<file path="config.mk">
export PLATFORM = sky130hd
export DESIGN_NAME = tmbb_front
export DESIGN_NICKNAME = d
export VERILOG_FILES = /design/src/design/tile_map_block_bitmap_unit_assert.svh /design/src/design/tmbb_pkg.sv /design/src/design/tmbb_front.sv
export SDC_FILE = /design/constraint.sdc
export NUM_CORES = 1
export LEC_CHECK = 0
export BUFFER_PORTS_ARGS = -buffer_cell sky130_fd_sc_hd__buf_2
export CAP_MARGIN = 30
export CORE_MARGIN = 2
export CORE_UTILIZATION = 51
export DETAILED_ROUTE_END_ITERATION = 10
export HOLD_SLACK_MARGIN = 0.05
export PLACE_DENSITY = 0.78
export SYNTH_ARGS = -nofsm -noshare
export SYNTH_HDL_FRONTEND = slang
export SYNTH_SLANG_ARGS = --single-unit
</file>
<file path="constraint.sdc">
create_clock -name clk -period 5.95 [get_ports clk]
set_clock_uncertainty 0.2 [all_clocks]
set_input_delay 1.19 -clock clk [delete_from_list [all_inputs] [get_ports clk]]
set_output_delay 1.19 -clock clk [all_outputs]
set_load 0.01 [all_outputs]
</file>
<file path="src/design/tile_map_block_bitmap_unit_assert.svh">
// Assertion macros for the tile map bitmap unit.
// Each use needs clk and rst in scope.
`ifndef TILE_MAP_BLOCK_BITMAP_UNIT_ASSERT_SVH
`define TILE_MAP_BLOCK_BITMAP_UNIT_ASSERT_SVH
`ifndef ASSERT_OFF
`define TMBB_ASSERT_IMP(lbl, ante, cons, msg) \
  lbl: assert property (@(posedge clk) disable iff (rst) (ante) |-> (cons)) else $error(msg);
`define TMBB_ASSERT_NEVER(lbl, cond, msg) \
  lbl: assert property (@(posedge clk) disable iff (rst) !(cond)) else $error(msg);
`else
`define TMBB_ASSERT_IMP(lbl, ante, cons, msg)
`define TMBB_ASSERT_NEVER(lbl, cond, msg)
`endif
`endif

</file>
<file path="src/design/tmbb_pkg.sv">
package tmbb_pkg;

  localparam int MAX_CELLS_DEF   = 262144;
  localparam int QUEUE_DEPTH_DEF = 4;
  localparam int WORD_BITS       = 32;
  localparam int WORD_LSB        = 5;   // log2 of WORD_BITS
  localparam int CFG_W           = 10;
  localparam int CFG_IDX_W       = 1;
  localparam int CELLS_W         = 19;
  localparam int IDX_W           = 20;  // y * width + x, both below 1024
  localparam int SKIP_W          = 4;

  typedef enum logic [CFG_IDX_W-1:0] {
    REG_MAP_WIDTH  = 1'b0,
    REG_MAP_HEIGHT = 1'b1
  } cfg_reg_t;

  typedef enum logic [1:0] {
    MODE_START = 2'd0,
    MODE_BYTE  = 2'd1,
    MODE_QUERY = 2'd2,
    MODE_NOP   = 2'd3
  } mode_t;

  typedef struct packed {
    mode_t              mode;
    logic [7:0]         data_byte;
    logic signed [15:0] query_x;
    logic signed [15:0] query_y;
  } cmd_t;

  typedef struct packed {
    logic               blocked;
    logic [CELLS_W-1:0] cells_loaded;
    logic               load_complete;
  } result_t;

  typedef struct packed {
    logic [CFG_W-1:0] map_width;
    logic [CFG_W-1:0] map_height;
  } cfg_t;

  // Classified item as it travels from the front to the back.
  typedef struct packed {
    mode_t            mode;
    logic [7:0]       data_byte;
    logic             out_of_range;
    logic [IDX_W-1:0] row_base;
    logic [CFG_W-1:0] col;
  } entry_t;

  typedef struct packed {
    logic empty;
    logic full;
    logic near_full;
  } q_status_t;

  // Extra bytes that follow a flag byte.
  function automatic logic [SKIP_W-1:0] skip_length(input logic [7:0] flag);
    logic [SKIP_W-1:0] n;
    n = '0;
    if (flag[1]) n = n + SKIP_W'(2);
    if (flag[2]) n = n + SKIP_W'(2);
    if (flag[3]) n = n + SKIP_W'(4);
    if (flag[4]) n = n + SKIP_W'(1);
    if (flag[5]) n = n + SKIP_W'(1);
    if (flag[6]) n = n + SKIP_W'(1);
    if (flag[7]) n = n + SKIP_W'(1);
    return n;
  endfunction

endpackage

</file>
<file path="src/design/tmbb_front.sv">
module tmbb_front (
  input  logic             clk,
  input  logic             rst,
  input  logic             take,
  input  tmbb_pkg::cmd_t   cmd,
  input  tmbb_pkg::cfg_t   cfg,
  output logic             push,
  output tmbb_pkg::entry_t entry
);

  logic                       neg;
  logic                       x_oor;
  logic                       y_oor;
  logic [tmbb_pkg::IDX_W-1:0] row_base;
  logic                       vld;
  tmbb_pkg::entry_t           ent;

  assign neg   = cmd.query_x[15] | cmd.query_y[15];
  assign x_oor = $unsigned(cmd.query_x) >= 16'(cfg.map_width);
  assign y_oor = $unsigned(cmd.query_y) >= 16'(cfg.map_height);
  // only meaningful when y is in range, so the low bits suffice
  assign row_base = tmbb_pkg::IDX_W'(cmd.query_y[tmbb_pkg::CFG_W-1:0])
                  * tmbb_pkg::IDX_W'(cfg.map_width);

  always_ff @(posedge clk) begin
    if (rst) begin
      vld <= 1'b0;
    end else begin
      vld <= take;
    end
    if (take) begin
      ent.mode         <= cmd.mode;
      ent.data_byte    <= cmd.data_byte;
      ent.out_of_range <= neg | x_oor | y_oor;
      ent.row_base     <= row_base;
      ent.col          <= cmd.query_x[tmbb_pkg::CFG_W-1:0];
    end
  end

  assign push  = vld;
  assign entry = ent;

endmodule

</file>
==> flow_summary.json <==
{
  "area_delta_synth_final_pct": 21.5,
  "finalSetupViolations": 0,
  "dpl.hpwl_um": 9490,
  "grt_pass1_wl_um": 18500,
  "hold_viol": 0,
  "fin_util_pct": 63.5,
  "netlist_area_sq_um": 5080,
  "io_pins": 107,
  "diodes": 0,
  "cts_hold_buf": 0,
  "power_uw": 2420,
  "numCtsBuffers": 5,
  "grt_max_degree": 43,
  "multiInputGateArea_sq_um": 3510,
  "ys_warn_count": 0,
  "rows": 36,
  "worstSetupStartpointType": "input pin",
  "yosys_register_bits": 42,
  "cp.required_ns": 5.80,
  "htree_levels": 2,
  "worst-setup-path-type": "in2reg",
  "wl_per_cell_um": 14.4,
  "worst_slack_ns": 0.177,
  "ir_worst_vdd_uv": 244,
  "synth_seq_area_share_pct": 24.6,
  "avgViaCountPerCell": 5.22,
  "final_cell_mix": "buf_2 (106), inv_1 (80), ha_1 (74)",
  "grt_pass1_vias": 4140,
  "wirelength_um": 11000,
  "gp_congestion": 0.898,
  "die_area_sq_um": 10800,
  "max_slew_margin_pct": 37.0,
  "cts-root-buf": "clkbuf_8",
  "min_period_ns": 5.77,
  "drc": 0,
  "final.period_utilization_pct": 97.0,
  "drt_iter0_markers": 179,
  "drive_above_1_share_pct": 25.3,
  "drtAntennaViolNets": 0,
  "initial_utilization_pct": 52.2,
  "antenna_found_initial": 0,
  "cp_max_fo": 9,
  "whs_endpoint": "push",
  "endpoint_kind": "register",
  "max_slew.worst_pin.slew_ns": 0.946,
  "core_area_sq_um": 9730,
  "hold_depth": 2,
  "fmax_mhz": 173,
  "gr-total-overflow": 0,
  "pre_cts_slack_ns": -0.188,
  "dr.pass1.iters": 4,
  "power_density_nw_per_um2": 392,
  "die_h_um": 104,
  "die_w_um": 104,
  "cap_violations": 0,
  "clkTransAtPathRegs_ns": 0.08,
  "numPortBuffers": 106,
  "min_from": "rst",
  "cts_buffer_depth": 2,
  "vias": 3974,
  "status": "complete, no violations",
  "grt_usage_pct": 21.0,
  "worstPathArrival_ns": 5.62,
  "synth_cells": 489,
  "fillers": 804,
  "cts_tree": "built",
  "report.final.slew_viol_count": 0,
  "final_common_cell": "buf_2",
  "seq_area_sq_um": 1250,
  "syn_nets": 691,
  "worstHoldPathType": "in2reg",
  "p_leak_uw": 0.00321,
  "num-nets-final": 830,
  "avgSynthCellArea_sq_um": 10.4,
  "yosysUniqueCellTypes": 42,
  "clock-sinks": 42
}
-- routing by layer --
layer	part of all wire [%]	wire (um)	global-route usage, %
met1	41	4480	26.5
met2	52	5700	37.7
met3	5.6	614	3.34
met4	1.8	195	5.12
met5	0	0	0
-- logic make-up (layout without fill, tap and decap cells) --
family | count (synthesis) | in the layout | synth area share [%]
compound gates | 61 | 61 | 8.20
buf+inv | 92 | 232 | 6.82
fa+ha+maj | 137 | 137 | 42.9
flops | 42 | 42 | 24.6
mux | 1 | 1 | 0.197
xor+xnor | 14 | 14 | 2.41
simple gates | 142 | 142 | 14.9
-- worst max path at each step --
stage / startpoint / end / slack, ns / cells after the start
global placement: cmd[5] / entry[26] / -0.06 / 19
finish: cmd[5] / entry[24] / 0.18 / 19
global route: cmd[5] / entry[24] / -0.009 / 19
floorplan: cmd[5] / entry[26] / 0.005 / 19
detailed placement: cmd[5] / entry[26] / -0.19 / 19
CTS: cmd[5] / entry[26] / 0.15 / 19
-- registers in the layout (all words and copies together) (netlist names) --
register / cells
entry: 41
push: 1
-- cell type report --
| cell class | instances | share of cell area, % |
|---|---|---|
| flip-flops and latches | 42 | 20.3 |
| clock buffers | 5 | 1.11 |
| clock inverters | 3 | 1.11 |
| repair buffers | 143 | 13.1 |
| well taps | 133 | 2.70 |
| multi-input cells | 355 | 56.8 |
| inverters | 81 | 4.93 |
-- synth_stat cells (all sizes together) --
master   count  area [sq um]
a2111oi      1          27.5
a211oi       6          50.1
a21o        10          75.1
a21oi       19          95.1
a221o        1          10.0
a31o         1          8.76
a31oi        2          12.5
a41o         1          10.0
and2        60           375
and3         1          6.26
clkbuf      11          42.5
clkinv       1          3.75
dfxtp        1          20.0
edfxtp      41          1230
fa          62          1240
ha          75           938
inv         80           300
mux2i        1          10.0
nand2       39           146
nand2b       2          12.5
nand3        4          20.0
nand4        6          37.5
nand4b       1          8.76
nor2        13          48.8
nor2b        3          18.8
nor3         6          30.0
nor3b        1          7.51
nor4         3          18.8
o211ai       1          7.51
o21a         2          15.0
o21ai       11          55.1
o21bai       4          30.0
o221a        1          11.3
o311ai       1          8.76
or3          1          6.26
or4          2          18.8
xnor2        9          78.8
xor2         5          43.8
-- power by group --
group | total (uW) | switching [uW] | internal (uW)
sequential | 482 | 16.2 | 466
combinational | 1670 | 888 | 782
clock | 271 | 103 | 168
total | 2420 | 1010 | 1420
-- critical path, stage by stage --
cell      delay (ns)
buf_2           0.18
nand2_1         0.11
fa_1            0.55
inv_1           0.05
fa_1            0.50
inv_1           0.05
fa_1            0.47
inv_1           0.05
fa_1            0.53
inv_1           0.05
fa_1            0.52
inv_1           0.04
ha_1            0.35
o21a_1          0.19
nor3b_1         0.25
a211oi_2        0.13
buf_4           0.16
buf_4           0.13
xnor2_1         0.13
-- what timing repair did --
item | CTS | global route
resized for setup | 0 | 2
setup endpoints to repair | 0 | 4
buffers inserted | 0 | 1
-- stage by stage --
step / cells / area (sq um) / setup TNS [ns] / hold slack [ns]
global route: 762 / 6170 / -0.0238 / 0.835
global placement: 753 / 6020 / -0.129 / 1.15
CTS: 761 / 6160 / 0 / 0.832
detailed placement: 753 / 6020 / -0.692 / 1.16
finish: 762 / 6170 / 0 / 0.845
floorplan: 489 / 5100 / 0 / 1.06
No activity file was read; power rests on OpenSTA's default activity.
