<file path="src/design/tile_map_block_bitmap_unit_assert.svh">
// Assertion macros for the tile map bitmap unit.
// Each use needs clk and rst in scope.
`ifndef TILE_MAP_BLOCK_BITMAP_UNIT_ASSERT_SVH
`define TILE_MAP_BLOCK_BITMAP_UNIT_ASSERT_SVH
`ifndef ASSERT_OFF
`define TMBB_ASSERT_IMP(lbl, ante, cons, msg) \
  lbl: assert property (@(posedge clk) disable iff (rst) (ante) |-> (cons)) else $error(msg);
`define TMBB_ASSERT_NEVER(lbl, cond, msg) \
  lbl: assert property (@(posedge clk) disable iff (rst) !(cond)) else $error(msg);
`else
`define TMBB_ASSERT_IMP(lbl, ante, cons, msg)
`define TMBB_ASSERT_NEVER(lbl, cond, msg)
`endif
`endif

</file>
<file path="src/design/tmbb_pkg.sv">
package tmbb_pkg;

  localparam int MAX_CELLS_DEF   = 262144;
  localparam int QUEUE_DEPTH_DEF = 4;
  localparam int WORD_BITS       = 32;
  localparam int WORD_LSB        = 5;   // log2 of WORD_BITS
  localparam int CFG_W           = 10;
  localparam int CFG_IDX_W       = 1;
  localparam int CELLS_W         = 19;
  localparam int IDX_W           = 20;  // y * width + x, both below 1024
  localparam int SKIP_W          = 4;

  typedef enum logic [CFG_IDX_W-1:0] {
    REG_MAP_WIDTH  = 1'b0,
    REG_MAP_HEIGHT = 1'b1
  } cfg_reg_t;

  typedef enum logic [1:0] {
    MODE_START = 2'd0,
    MODE_BYTE  = 2'd1,
    MODE_QUERY = 2'd2,
    MODE_NOP   = 2'd3
  } mode_t;

  typedef struct packed {
    mode_t              mode;
    logic [7:0]         data_byte;
    logic signed [15:0] query_x;
    logic signed [15:0] query_y;
  } cmd_t;

  typedef struct packed {
    logic               blocked;
    logic [CELLS_W-1:0] cells_loaded;
    logic               load_complete;
  } result_t;

  typedef struct packed {
    logic [CFG_W-1:0] map_width;
    logic [CFG_W-1:0] map_height;
  } cfg_t;

  // Classified item as it travels from the front to the back.
  typedef struct packed {
    mode_t            mode;
    logic [7:0]       data_byte;
    logic             out_of_range;
    logic [IDX_W-1:0] row_base;
    logic [CFG_W-1:0] col;
  } entry_t;

  typedef struct packed {
    logic empty;
    logic full;
    logic near_full;
  } q_status_t;

  // Extra bytes that follow a flag byte.
  function automatic logic [SKIP_W-1:0] skip_length(input logic [7:0] flag);
    logic [SKIP_W-1:0] n;
    n = '0;
    if (flag[1]) n = n + SKIP_W'(2);
    if (flag[2]) n = n + SKIP_W'(2);
    if (flag[3]) n = n + SKIP_W'(4);
    if (flag[4]) n = n + SKIP_W'(1);
    if (flag[5]) n = n + SKIP_W'(1);
    if (flag[6]) n = n + SKIP_W'(1);
    if (flag[7]) n = n + SKIP_W'(1);
    return n;
  endfunction

endpackage

</file>
<file path="src/design/tmbb_queue.sv">
module tmbb_queue #(
  parameter int DEPTH = tmbb_pkg::QUEUE_DEPTH_DEF
) (
  input  logic                clk,
  input  logic                rst,
  input  logic                push,
  input  tmbb_pkg::entry_t    push_data,
  input  logic                pop,
  output tmbb_pkg::entry_t    pop_data,
  output tmbb_pkg::q_status_t status
);

  localparam int PW   = (DEPTH > 1) ? $clog2(DEPTH) : 1;
  localparam int CNTW = $clog2(DEPTH + 1);

  tmbb_pkg::entry_t slots [DEPTH];
  logic [PW-1:0]    wr_ptr;
  logic [PW-1:0]    rd_ptr;
  logic [CNTW-1:0]  count;
  logic             do_pop;

  assign do_pop = pop && (count != '0);

  always_ff @(posedge clk) begin
    if (rst) begin
      wr_ptr <= '0;
      rd_ptr <= '0;
      count  <= '0;
    end else begin
      if (push) begin
        wr_ptr <= (wr_ptr == PW'(DEPTH - 1)) ? '0 : wr_ptr + PW'(1);
      end
      if (do_pop) begin
        rd_ptr <= (rd_ptr == PW'(DEPTH - 1)) ? '0 : rd_ptr + PW'(1);
      end
      count <= count + CNTW'(push) - CNTW'(do_pop);
    end
    if (push) begin
      slots[wr_ptr] <= push_data;
    end
  end

  assign pop_data         = slots[rd_ptr];
  assign status.empty     = (count == '0);
  assign status.full      = (count == CNTW'(DEPTH));
  assign status.near_full = (count >= CNTW'(DEPTH - 1));

endmodule

</file>
<file path="config.mk">
export PLATFORM = sky130hd
export DESIGN_NAME = tmbb_queue
export DESIGN_NICKNAME = d
export VERILOG_FILES = /design/src/design/tile_map_block_bitmap_unit_assert.svh /design/src/design/tmbb_pkg.sv /design/src/design/tmbb_queue.sv
export SDC_FILE = /design/constraint.sdc
export NUM_CORES = 1
export LEC_CHECK = 0
export BUFFER_PORTS_ARGS = -buffer_cell sky130_fd_sc_hd__buf_4
export CAP_MARGIN = 20
export CORE_MARGIN = 4
export CORE_UTILIZATION = 30
export DETAILED_ROUTE_END_ITERATION = 12
export PLACE_DENSITY = 0.6
export SYNTH_ARGS = -nofsm -noshare
export SYNTH_HDL_FRONTEND = slang
export SYNTH_SLANG_ARGS = --single-unit
</file>
<file path="constraint.sdc">
create_clock -name clk -period 1.87 [get_ports clk]
set_input_delay 0.0935 -clock clk [delete_from_list [all_inputs] [get_ports clk]]
set_output_delay 0.0935 -clock clk [all_outputs]
set_load 0.02 [all_outputs]
</file>
==> metrics.txt <==
# TYPE chip_impl_metric gauge
chip_impl_metric{name="chipHeight",unit="um"} 155
chip_impl_metric{name="hold_viol_final",unit=""} 0
chip_impl_metric{name="final_max_slew_viol_count",unit=""} 0
chip_impl_metric{name="critical_path_arrival",unit="ns"} 1.78
chip_impl_metric{name="r2r_setup_slack",unit="ns"} 0.06
chip_impl_info{name="most-common-layout-cells",value="edfxtp_1, buf_4, dlygate4sd3_1"} 1
chip_impl_metric{name="clock-skew-final",unit="ns"} 0.0109
chip_impl_metric{name="detail_route.drc_violations",unit=""} 0
chip_impl_metric{name="first_global_vias",unit=""} 3327
chip_impl_info{name="synth.area.top_cells",value="edfxtp_1, mux4_2, dfxtp_1"} 1
chip_impl_metric{name="number_of_drc_markers_after_the_initial_detailed_route_iteration",unit=""} 114
chip_impl_metric{name="routed_wirelength",unit="um"} 12200
chip_impl_metric{name="min_period",unit="ns"} 1.88
chip_impl_metric{name="gr-total-overflow",unit=""} 0
chip_impl_info{name="critical_path.endpoint_type",value="output pin"} 1
chip_impl_metric{name="initial_utilization",unit="%"} 30.6
chip_impl_metric{name="dpl.hpwl",unit="um"} 7270
chip_impl_metric{name="yosys_warnings",unit=""} 0
chip_impl_metric{name="cts.htree.levels",unit=""} 4
chip_impl_info{name="synth_area_leader_cell",value="edfxtp_1"} 1
chip_impl_metric{name="yosysUniqueCellTypes",unit=""} 25
chip_impl_metric{name="peakVddDrop",unit="mV"} 0.597
chip_impl_metric{name="p_leak",unit="nW"} 3.00
chip_impl_metric{name="via_count",unit=""} 3049
chip_impl_metric{name="post_route_cells_drive_above_1_share",unit="%"} 42.9
chip_impl_metric{name="hold_slack",unit="ns"} 0.161
chip_impl_metric{name="maxClockFrequency",unit="MHz"} 533
chip_impl_metric{name="cell_area_synth",unit="um2"} 6450
chip_impl_info{name="synth_flop_cell",value="edfxtp_1"} 1
chip_impl_metric{name="cap_violations",unit=""} 0
chip_impl_info{name="grt_most_used_layer",value="met2"} 1
chip_impl_metric{name="synth_fp_nets",unit=""} 318
chip_impl_metric{name="drtAntennaViolNets",unit=""} 0
chip_impl_metric{name="fp-row-count",unit=""} 53
chip_impl_metric{name="clk_pin_slew",unit="ns"} 0.07
chip_impl_metric{name="slowest_delay",unit="ns"} 0.50
chip_impl_metric{name="design.final.nets",unit=""} 472
chip_impl_metric{name="layout-area-overhead-vs-synth",unit="%"} 35.6
chip_impl_metric{name="tritoncts_num_sinks",unit=""} 173
chip_impl_info{name="crit-reg2reg-launch",value="count[2]"} 1
chip_impl_metric{name="synth_edf_count",unit=""} 164
chip_impl_metric{name="synth-seq-cells",unit=""} 173
chip_impl_metric{name="slew-limit-headroom",unit="%"} 67.8
chip_impl_metric{name="io_buffers",unit=""} 88
chip_impl_metric{name="worst-path-max-fanout",unit=""} 5
chip_impl_metric{name="floorplan.die_area",unit="um2"} 23900
chip_impl_metric{name="setup_violations",unit=""} 5
chip_impl_metric{name="grt_pass1_wl",unit="um"} 18600
chip_impl_metric{name="required",unit="ns"} 1.78
chip_impl_info{name="worstPathCellList",value="buf_12 -> clkbuf_16 -> mux4_2 -> buf_6"} 1
chip_impl_metric{name="wl_per_cell",unit="um"} 17.2
chip_impl_metric{name="avgViaCountPerCell",unit=""} 4.31
chip_impl_metric{name="ioPinCount",unit=""} 89
chip_impl_metric{name="postSynthAreaPerCell",unit="um2"} 24.4
chip_impl_metric{name="place.gp.congestion",unit=""} 0.701
chip_impl_metric{name="timing.reg2reg.worst_path_depth",unit=""} 7
chip_impl_info{name="crit_path_launch_type",value="flop"} 1
chip_impl_info{name="timing.hold.worst.class",value="in -> reg"} 1
chip_impl_info{name="crit_family",value="multiplexers"} 1
chip_impl_metric{name="power_per_cell_area",unit="nW/um2"} 1250
chip_impl_metric{name="worst-path-buf-inv",unit=""} 3
chip_impl_info{name="critPathCapture",value="pop_data[18]"} 1
chip_impl_info{name="clock_root_buffer",value="clkbuf_16"} 1
chip_impl_metric{name="antenna_violations_before_repair",unit=""} 1
chip_impl_info{name="cts_tree",value="built"} 1
chip_impl_metric{name="core_area",unit="um2"} 21100
chip_impl_info{name="violated_checks",value="setup timing"} 1
chip_impl_metric{name="die_width",unit="um"} 155
chip_impl_metric{name="pre_repair_dr_iteration_count",unit=""} 4
chip_impl_metric{name="all_layer_gr_usage",unit="%"} 10.4
chip_impl_metric{name="pin_count_of_the_biggest_net_entering_global_routing",unit=""} 42
chip_impl_info{name="layout_commonest_cell",value="edfxtp_1"} 1
chip_impl_metric{name="placement_setup_slack",unit="ns"} 0.0331
chip_impl_info{name="timing.rr.end",value="count[1]"} 1
chip_impl_metric{name="cts_made_buffers",unit=""} 17
chip_impl_metric{name="portion_of_the_post_synthesis_area_used_by_sequential_elements",unit="%"} 79.2
chip_impl_info{name="cp_slowest_cell",value="mux4_2"} 1
chip_impl_metric{name="synthDominantCellAreaShare",unit="%"} 76.4
chip_impl_metric{name="grtUsageMet2",unit="%"} 17.0
chip_impl_metric{name="share_of_flip_flops_with_an_asynchronous_set_or_reset",unit="%"} 0
chip_impl_metric{name="worst_skew_pair.late_latency",unit="ns"} 0.42
chip_impl_metric{name="number_of_cells_produced_by_synthesis",unit=""} 264
chip_impl_info{name="worstSetupPathType",value="reg -> out"} 1
chip_impl_info{name="run_status",value="finished with violations"} 1
chip_impl_metric{name="grt_use_met3",unit="%"} 3.25
chip_impl_metric{name="timing_worst_slew_pin_value",unit="ns"} 0.483
chip_impl_info{name="rsz0062_at_grt",value="yes"} 1
chip_impl_metric{name="final.period_utilization",unit="%"} 100
chip_impl_metric{name="cts_max_path_buffers",unit=""} 2
chip_impl_metric{name="number_of_stages_on_the_worst_setup_path",unit=""} 4
chip_impl_metric{name="grt_use_met1",unit="%"} 13.1
chip_impl_metric{name="setup_ws",unit="ns"} -0.00771
## worst min-delay path by stage
stage	startpoint	endpoint	slack, ns	cells after the start
floorplan	push_data[0]	slots[0][0]	0.19	0
global route	pop	flop	0.18	4
finish	pop	flop	0.16	4
global placement	push_data[13]	slots[0][13]	0.29	1
detailed placement	push_data[32]	slots[0][32]	0.30	1
CTS	pop	flop	0.15	4
## registers in the layout (all words and copies together), names as in the netlist, named ones only
name / count
slots: 164
rd_ptr: 2
count: 3
wr_ptr: 2
## worst min-delay path: stages
cell	delay [ns]
buf_4	0.08
o31a_1	0.16
buf_4	0.13
mux2i_1	0.08
## layer usage
metal,vias up,part of all wire (%)
met5,-,0
met4,0,1.4
met3,13,4.4
met2,61,50
met1,1565,44
li1,1410,-
## through the flow
step                setup TNS [ns]  std cells  power [mW]  utilization (%)  instance area (um2)
floorplan                        0        264        6.17                -                 6450
global placement                 0        627        6.96             35.6                 7500
detailed placement               0        627        7.03             35.6                 7500
CTS                         -0.587        705        11.0             41.2                 8700
global route                 -1.28        706        11.4             41.4                 8740
finish                     -0.0243        707        10.9             41.5                 8740
## cell usage after synthesis, drive strengths merged (2+ instances only)
cell,instances
mux4,41
ha,8
nor2b,2
inv,6
edfxtp,164
dfxtp,9
nor2,3
and2,4
nand2b,3
nor3,3
buf,10
mux2i,2
## final cells by class
class / instances / area, um2
Fill cell: 1881 / 12300
Sequential cell: 173 / 5110
Timing Repair Buffer: 146 / 1450
Multi-Input combinational cell: 74 / 1210
Clock buffer: 17 / 425
Tap cell: 275 / 344
Clock inverter: 15 / 184
Inverter: 6 / 22.5
Antenna cell: 1 / 2.50
## power by group
group | switching (mW) | internal (mW) | leakage [nW]
clock network | 1.47 | 2.12 | 0.293
registers | 0.0920 | 4.45 | 1.58
logic | 1.28 | 1.48 | 1.13
## what timing repair did
| action | in CTS | in global routing |
|---|---|---|
| setup buffers | 2 | 0 |
| gates resized for setup | 28 | 7 |
| hold buffers | 43 | 0 |
| gates cloned | 1 | 1 |
| pin swaps | 0 | 2 |
| endpoints found under the hold margin | 169 | 0 |
| endpoints found under the setup margin | 36 | 34 |
## kinds of logic (layout without fill, tap and decap cells)
kind of cell / Yosys count / in the layout / synth area share (%)
adders and majority gates: 9 / 9 / 1.86
and+or+nand+nor: 17 / 17 / 1.47
AOI/OAI and AO/OA: 3 / 3 / 0.291
DFF: 173 / 173 / 79.2
muxes: 44 / 44 / 14.9
other: 0 / 1 / 0
buffers and inverters: 17 / 184 / 2.19
xor gates and xnor gates: 1 / 1 / 0.136
Note: power is estimated with default switching activity, not from simulation.
